### src/sv/u2u_pkg.sv
package u2u_pkg;

    localparam int CP_W = 21;

    localparam logic [CP_W-1:0] SUPP_BASE      = 21'h10000;
    localparam logic [15:0]     HI_SURR_BIAS   = 16'hD7C0;
    localparam logic [5:0]      LO_SURR_PREFIX = 6'b110111;
    localparam logic [1:0]      CONT_TAG       = 2'b10;

    typedef struct packed {
        logic            push;
        logic [CP_W-1:0] code_point;
    } job_t;

    typedef struct packed {
        logic full;
        logic empty;
    } q_status_t;

endpackage

### src/sv/u2u_front.sv
module u2u_front
(
    input  logic               clk,
    input  logic               rst_n,
    input  logic               byte_valid,
    output logic               byte_stall,
    input  logic [7:0]         in_byte,
    input  u2u_pkg::q_status_t q_status,
    output u2u_pkg::job_t      job
);

    logic [1:0]                 pending_count_reg;
    logic [1:0]                 pending_count_next;
    logic [u2u_pkg::CP_W-1:0]   code_accumulator_reg;
    logic [u2u_pkg::CP_W-1:0]   code_accumulator_next;
    logic                       accept;

    assign byte_stall = q_status.full;
    assign accept     = byte_valid && !q_status.full;

    always_comb
    begin
        pending_count_next    = pending_count_reg;
        code_accumulator_next = code_accumulator_reg;
        job.push              = 1'b0;
        job.code_point        = {code_accumulator_reg[u2u_pkg::CP_W-7:0], in_byte[5:0]};
        if (accept)
        begin
            if ((pending_count_reg != 2'd0) && (in_byte[7:6] == u2u_pkg::CONT_TAG))
            begin
                code_accumulator_next = {code_accumulator_reg[u2u_pkg::CP_W-7:0],
                                         in_byte[5:0]};
                pending_count_next    = pending_count_reg - 2'd1;
                job.push              = (pending_count_reg == 2'd1);
            end
            else
            begin
                // drop any partial sequence, decode this byte afresh
                pending_count_next = 2'd0;
                case (in_byte) inside
                    [8'h00:8'h7F]:
                    begin
                        job.push       = 1'b1;
                        job.code_point = {{(u2u_pkg::CP_W-8){1'b0}}, in_byte};
                    end
                    [8'hC0:8'hDF]:
                    begin
                        pending_count_next    = 2'd1;
                        code_accumulator_next = {{(u2u_pkg::CP_W-5){1'b0}}, in_byte[4:0]};
                    end
                    [8'hE0:8'hEF]:
                    begin
                        pending_count_next    = 2'd2;
                        code_accumulator_next = {{(u2u_pkg::CP_W-4){1'b0}}, in_byte[3:0]};
                    end
                    [8'hF0:8'hF7]:
                    begin
                        pending_count_next    = 2'd3;
                        code_accumulator_next = {{(u2u_pkg::CP_W-3){1'b0}}, in_byte[2:0]};
                    end
                    default:
                    begin
                        pending_count_next = 2'd0;
                    end
                endcase
            end
        end
    end

    always_ff @(posedge clk or negedge rst_n)
    begin
        if (!rst_n)
        begin
            pending_count_reg    <= 2'd0;
            code_accumulator_reg <= '0;
        end
        else
        begin
            pending_count_reg    <= pending_count_next;
            code_accumulator_reg <= code_accumulator_next;
        end
    end

endmodule

### src/sv/u2u_queue.sv
module u2u_queue
#(
    parameter int DEPTH = 2
)
(
    input  logic                     clk,
    input  logic                     rst_n,
    input  u2u_pkg::job_t            job,
    input  logic                     pop,
    output u2u_pkg::q_status_t       q_status,
    output logic [u2u_pkg::CP_W-1:0] rd_data
);

    localparam int PTR_W = (DEPTH > 1) ? $clog2(DEPTH) : 1;
    localparam int CNT_W = $clog2(DEPTH + 1);

    logic [u2u_pkg::CP_W-1:0] entry_reg [DEPTH];
    logic [PTR_W-1:0]         wr_ptr_reg;
    logic [PTR_W-1:0]         wr_ptr_next;
    logic [PTR_W-1:0]         rd_ptr_reg;
    logic [PTR_W-1:0]         rd_ptr_next;
    logic [CNT_W-1:0]         count_reg;
    logic [CNT_W-1:0]         count_next;
    logic                     do_push;
    logic                     do_pop;

    assign q_status.full  = (count_reg == CNT_W'(DEPTH));
    assign q_status.empty = (count_reg == '0);
    assign do_push        = job.push && !q_status.full;
    assign do_pop         = pop && !q_status.empty;
    assign rd_data        = entry_reg[rd_ptr_reg];

    always_comb
    begin
        wr_ptr_next = wr_ptr_reg;
        rd_ptr_next = rd_ptr_reg;
        count_next  = count_reg;
        if (do_push)
        begin
            wr_ptr_next = (wr_ptr_reg == PTR_W'(DEPTH - 1)) ? '0 : wr_ptr_reg + PTR_W'(1);
        end
        if (do_pop)
        begin
            rd_ptr_next = (rd_ptr_reg == PTR_W'(DEPTH - 1)) ? '0 : rd_ptr_reg + PTR_W'(1);
        end
        if (do_push && !do_pop)
        begin
            count_next = count_reg + CNT_W'(1);
        end
        else if (do_pop && !do_push)
        begin
            count_next = count_reg - CNT_W'(1);
        end
    end

    always_ff @(posedge clk or negedge rst_n)
    begin
        if (!rst_n)
        begin
            wr_ptr_reg <= '0;
            rd_ptr_reg <= '0;
            count_reg  <= '0;
        end
        else
        begin
            wr_ptr_reg <= wr_ptr_next;
            rd_ptr_reg <= rd_ptr_next;
            count_reg  <= count_next;
        end
    end

    always_ff @(posedge clk)
    begin
        if (do_push)
        begin
            entry_reg[wr_ptr_reg] <= job.code_point;
        end
    end

endmodule

### src/sv/u2u_back.sv
module u2u_back
(
    input  logic                     clk,
    input  logic                     rst_n,
    input  u2u_pkg::q_status_t       q_status,
    input  logic [u2u_pkg::CP_W-1:0] rd_data,
    output logic                     pop,
    output logic                     unit_valid,
    input  logic                     unit_stall,
    output logic [15:0]              code_unit,
    output logic                     last_unit
);

    logic        unit_valid_reg;
    logic        unit_valid_next;
    logic [15:0] code_unit_reg;
    logic [15:0] code_unit_next;
    logic        last_unit_reg;
    logic        last_unit_next;
    logic        low_pending_reg;
    logic        low_pending_next;
    logic [15:0] low_unit_reg;
    logic [15:0] low_unit_next;
    logic        load_ok;
    logic        is_supp;

    assign load_ok    = !unit_valid_reg || !unit_stall;
    assign is_supp    = (rd_data >= u2u_pkg::SUPP_BASE);
    assign pop        = load_ok && !low_pending_reg && !q_status.empty;
    assign unit_valid = unit_valid_reg;
    assign code_unit  = code_unit_reg;
    assign last_unit  = last_unit_reg;

    always_comb
    begin
        unit_valid_next  = unit_valid_reg;
        code_unit_next   = code_unit_reg;
        last_unit_next   = last_unit_reg;
        low_pending_next = low_pending_reg;
        low_unit_next    = low_unit_reg;
        if (load_ok)
        begin
            if (low_pending_reg)
            begin
                unit_valid_next  = 1'b1;
                code_unit_next   = low_unit_reg;
                last_unit_next   = 1'b1;
                low_pending_next = 1'b0;
            end
            else if (!q_status.empty)
            begin
                unit_valid_next = 1'b1;
                if (is_supp)
                begin
                    // high half now, hold low half for the next transaction
                    code_unit_next   = u2u_pkg::HI_SURR_BIAS
                                       + {5'd0, rd_data[u2u_pkg::CP_W-1:10]};
                    last_unit_next   = 1'b0;
                    low_pending_next = 1'b1;
                    low_unit_next    = {u2u_pkg::LO_SURR_PREFIX, rd_data[9:0]};
                end
                else
                begin
                    code_unit_next = rd_data[15:0];
                    last_unit_next = 1'b1;
                end
            end
            else
            begin
                unit_valid_next = 1'b0;
            end
        end
    end

    always_ff @(posedge clk or negedge rst_n)
    begin
        if (!rst_n)
        begin
            unit_valid_reg  <= 1'b0;
            low_pending_reg <= 1'b0;
        end
        else
        begin
            unit_valid_reg  <= unit_valid_next;
            low_pending_reg <= low_pending_next;
        end
    end

    always_ff @(posedge clk)
    begin
        code_unit_reg <= code_unit_next;
        last_unit_reg <= last_unit_next;
        low_unit_reg  <= low_unit_next;
    end

endmodule

### src/sv/utf8_to_utf16_decoder.sv
// Path: a byte that completes a character is written into the queue, then popped into the output
//   register once that register is free, to present its first code unit. Throughput: one byte per cycle
//   while byte_stall is low; a supplementary character occupies the output for both of its code units,
//   the queue between decoder and emitter absorbs it and byte_stall rises only when it is full.
// Reset (rst_n low, asynchronous): clears pending count, accumulator, queue and output valid.
module utf8_to_utf16_decoder
#(
    parameter int QUEUE_DEPTH = 2
)
(
    input  logic        clk,
    input  logic        rst_n,
    input  logic        byte_valid,
    output logic        byte_stall,
    input  logic [7:0]  in_byte,
    output logic        unit_valid,
    input  logic        unit_stall,
    output logic [15:0] code_unit,
    output logic        last_unit
);

    u2u_pkg::job_t            job;
    u2u_pkg::q_status_t       q_status;
    logic                     pop;
    logic [u2u_pkg::CP_W-1:0] rd_data;

    u2u_front u_front
    (
        .clk        (clk),
        .rst_n      (rst_n),
        .byte_valid (byte_valid),
        .byte_stall (byte_stall),
        .in_byte    (in_byte),
        .q_status   (q_status),
        .job        (job)
    );

    u2u_queue
    #(
        .DEPTH (QUEUE_DEPTH)
    )
    u_queue
    (
        .clk      (clk),
        .rst_n    (rst_n),
        .job      (job),
        .pop      (pop),
        .q_status (q_status),
        .rd_data  (rd_data)
    );

    u2u_back u_back
    (
        .clk        (clk),
        .rst_n      (rst_n),
        .q_status   (q_status),
        .rd_data    (rd_data),
        .pop        (pop),
        .unit_valid (unit_valid),
        .unit_stall (unit_stall),
        .code_unit  (code_unit),
        .last_unit  (last_unit)
    );

endmodule

### config.mk
export PLATFORM = sky130hd
export DESIGN_NAME = utf8_to_utf16_decoder
export DESIGN_NICKNAME = d
export VERILOG_FILES = /design/src/sv/u2u_pkg.sv /design/src/sv/u2u_front.sv /design/src/sv/u2u_queue.sv /design/src/sv/u2u_back.sv /design/src/sv/utf8_to_utf16_decoder.sv
export SDC_FILE = /design/constraint.sdc
export NUM_CORES = 1
export LEC_CHECK = 0
export BUFFER_PORTS_ARGS = -buffer_cell sky130_fd_sc_hd__buf_4
export CORE_MARGIN = 3
export CORE_UTILIZATION = 51
export CTS_CLUSTER_DIAMETER = 50
export DETAILED_ROUTE_END_ITERATION = 12
export PLACE_DENSITY = 0.79
export SKIP_CTS_REPAIR_TIMING = 1
export SLEW_MARGIN = 15
export SYNTH_ARGS = -nofsm -noshare
export SYNTH_HDL_FRONTEND = slang
export SYNTH_SLANG_ARGS = --single-unit
### constraint.sdc
create_clock -name clk -period 3.5 [get_ports clk]
set_clock_uncertainty 0.1 [all_clocks]
set_input_delay 0.7 -clock clk [delete_from_list [all_inputs] [get_ports clk]]
set_output_delay 0.7 -clock clk [all_outputs]
set_load 0.01 [all_outputs]
==> impl_metrics.json <==
{
  "status": "finished, final reports clean",
  "syn2layout_area_growth_pct": 13.41,
  "h-tree-depth": 3,
  "avgViaCountPerCell": 5.472,
  "endpoint_kind": "register",
  "final.min_clock_period_ns": 2.829,
  "synth.net_count": 322,
  "dr.pass1.iters": 4,
  "setup_violations": 0,
  "fin_tns_setup_ns": 0,
  "maxSlewHeadroom_pct": 51.84,
  "drt_iter0_drc": 90,
  "root_buffer": "clkbuf_8",
  "instances_no_fill": 443,
  "place_inst": 427,
  "reg2reg_to": "u_back.low_unit_reg[9]",
  "clockBufferDepth": 2,
  "die_x_um": 94.48,
  "endpoint": "u_back.low_unit_reg[9]",
  "io_pins": 31,
  "routedWlPerCell_um": 16.19,
  "synthMostInstantiatedCell": "edfxtp_1",
  "power.leakage_nw": 1.687,
  "setup_slack_ns": 0.6713,
  "synth_common_cells": "69 x edfxtp_1, 47 x nand2_1, 23 x dfrtp_1",
  "synth-seq-area-share_pct": 66.31,
  "grt_max_degree": 24,
  "largest_reg_flops": 42,
  "ys_ff_latch": 92,
  "fmax_ghz": 0.3535,
  "rows": 31,
  "core_um2": 7408,
  "syn_avg_cell_area_um2": 13.09,
  "power_mw": 3.455,
  "grt.total_usage_pct": 17.86,
  "worstPathArrival_ns": 2.79,
  "drtAntennaViolNets": 0,
  "powerDensity_nw_per_um2": 763.0,
  "period_share_pct": 80.82,
  "start_kind": "register",
  "synth_area_leaders": "edfxtp_1 52%, dfrtp_1 14%, mux2_2 4.5%",
  "drive_above_1_share_pct": 21.22,
  "start_util_pct": 53.89,
  "die_area_um2": 8926,
  "ys_types": 38,
  "clock_sinks": 92,
  "cts_tree": "yes",
  "cp-startpoint": "u_queue.rd_ptr_reg",
  "synth_top_area_share_pct": 51.90,
  "cts_made_buffers": 9,
  "dpl_worst_slack_ns": 0.7010,
  "hold_class": "input pin to asynchronous set/reset pin",
  "dp_hpwl_mm": 5.307,
  "nets": 356,
  "cap_violations": 0,
  "async_flop_share_pct": 25.00,
  "drc": 0,
  "synthFlopType": "edfxtp_1",
  "syn_inst": 305,
  "reg2regPathDepth": 7,
  "antenna_found_initial": 0,
  "critPathKind": "register to register",
  "path_clk_slew_ns": 0.09,
  "io_buffers": 30,
  "num_antenna_cells": 0,
  "gp_congestion": 0.7942,
  "hold_viol": 0,
  "grt_pass1_vias": 2309,
  "worst_slew_pin_slew_ns": 0.7224,
  "cp.required_ns": 3.46,
  "synth_top_area_cell": "edfxtp_1",
  "synth_edf_count": 69,
  "drt-total-wl_mm": 7.173,
  "vias": 2424,
  "rrSetupSlack_ns": 0.67,
  "cp_max_fo": 19,
  "reg2reg_from": "u_queue.rd_ptr_reg",
  "die_h_um": 94.48,
  "clk_latency_ns": 0.35,
  "yosys_warnings": 0,
  "syn-cell-area_um2": 3993,
  "rsz0062_at_grt": "no",
  "overflow": 0,
  "grt_pass1_wl_mm": 11.85,
  "slew_violations": 0,
  "peakVddDrop_uv": 337.7
}
## power by group
group          switching [mW]  internal, mW
logic                   0.533         0.458
clock network           0.372         0.357
registers               0.188          1.55
## worst min-delay path by stage
stage                                     startpoint                               end  cells after the start
finish                                         rst_n            u_back.low_pending_reg                      1
global route                                   rst_n                u_queue.wr_ptr_reg                      1
CTS                                            rst_n                u_queue.wr_ptr_reg                      1
detailed placement  u_front.code_accumulator_reg[11]  u_front.code_accumulator_reg[11]                      2
global placement    u_front.code_accumulator_reg[11]  u_front.code_accumulator_reg[11]                      2
floorplan                                      rst_n            u_back.low_pending_reg                      0
## per-layer routing
layer  track usage [%]  up-vias  routed length [µm]
met2             28.37       64                3570
met3             2.629        8                 267
met4             9.014        0                 127
li1                  -     1182                   -
met1             24.11     1170                3208
met5                 0        -                   0
## placed cells by master, fill, tap and decap left out, types with 2 or more instances in the layout
cell type,instances
mux2_2,16
inv_1,8
nor3_1,8
o21ai_0,22
nand2b_1,3
nand3_1,2
nor2_1,9
clkbuf_8,10
xnor2_1,5
ha_1,5
nand2_1,47
edfxtp_1,69
a31oi_1,4
nor3b_1,5
and2_1,15
a21oi_1,6
buf_4,36
mux2i_1,11
o21ai_1,8
nor4_1,6
o221a_1,2
o22ai_1,2
dfrtp_1,23
xor2_1,3
## cell type report
type                            instances  area, µm²
Fill cell                             560       2880
Sequential cell                        92       2648
Multi-Input combinational cell        192       1247
Timing Repair Buffer                   36      270.3
Clock buffer                           10      137.6
Tap cell                               99      123.9
Clock inverter                          6      71.32
Inverter                                8      30.03
## cells by family after synthesis
logic type,Yosys count,share of synthesized area (%)
and+or+nand+nor,100,12.19
buffers and inverters,21,2.444
xor gates and xnor gates,8,1.755
DFF,92,66.31
AOI/OAI and AO/OA,52,8.461
adders and majority gates,5,1.567
muxes,27,7.270
## through the flow
step	util (%)	instance area, µm²	hold slack [ns]
after floorplan	-	3993	0.3044
after global routing	61.12	4528	0.1372
after CTS	61.12	4528	0.1263
after detailed placement	58.30	4319	0.3673
after global placement	58.30	4319	0.3593
final	61.12	4528	0.1343
## critical path: stages (launching register included)
cell	delay [ns]
dfrtp_1	0.75
buf_4	0.36
nor3b_1	0.25
o21ai_1	0.18
a2111oi_4	0.44
nor2_1	0.12
nor2_1	0.13
buf_4	0.20
(Power assumes the default switching activity.)
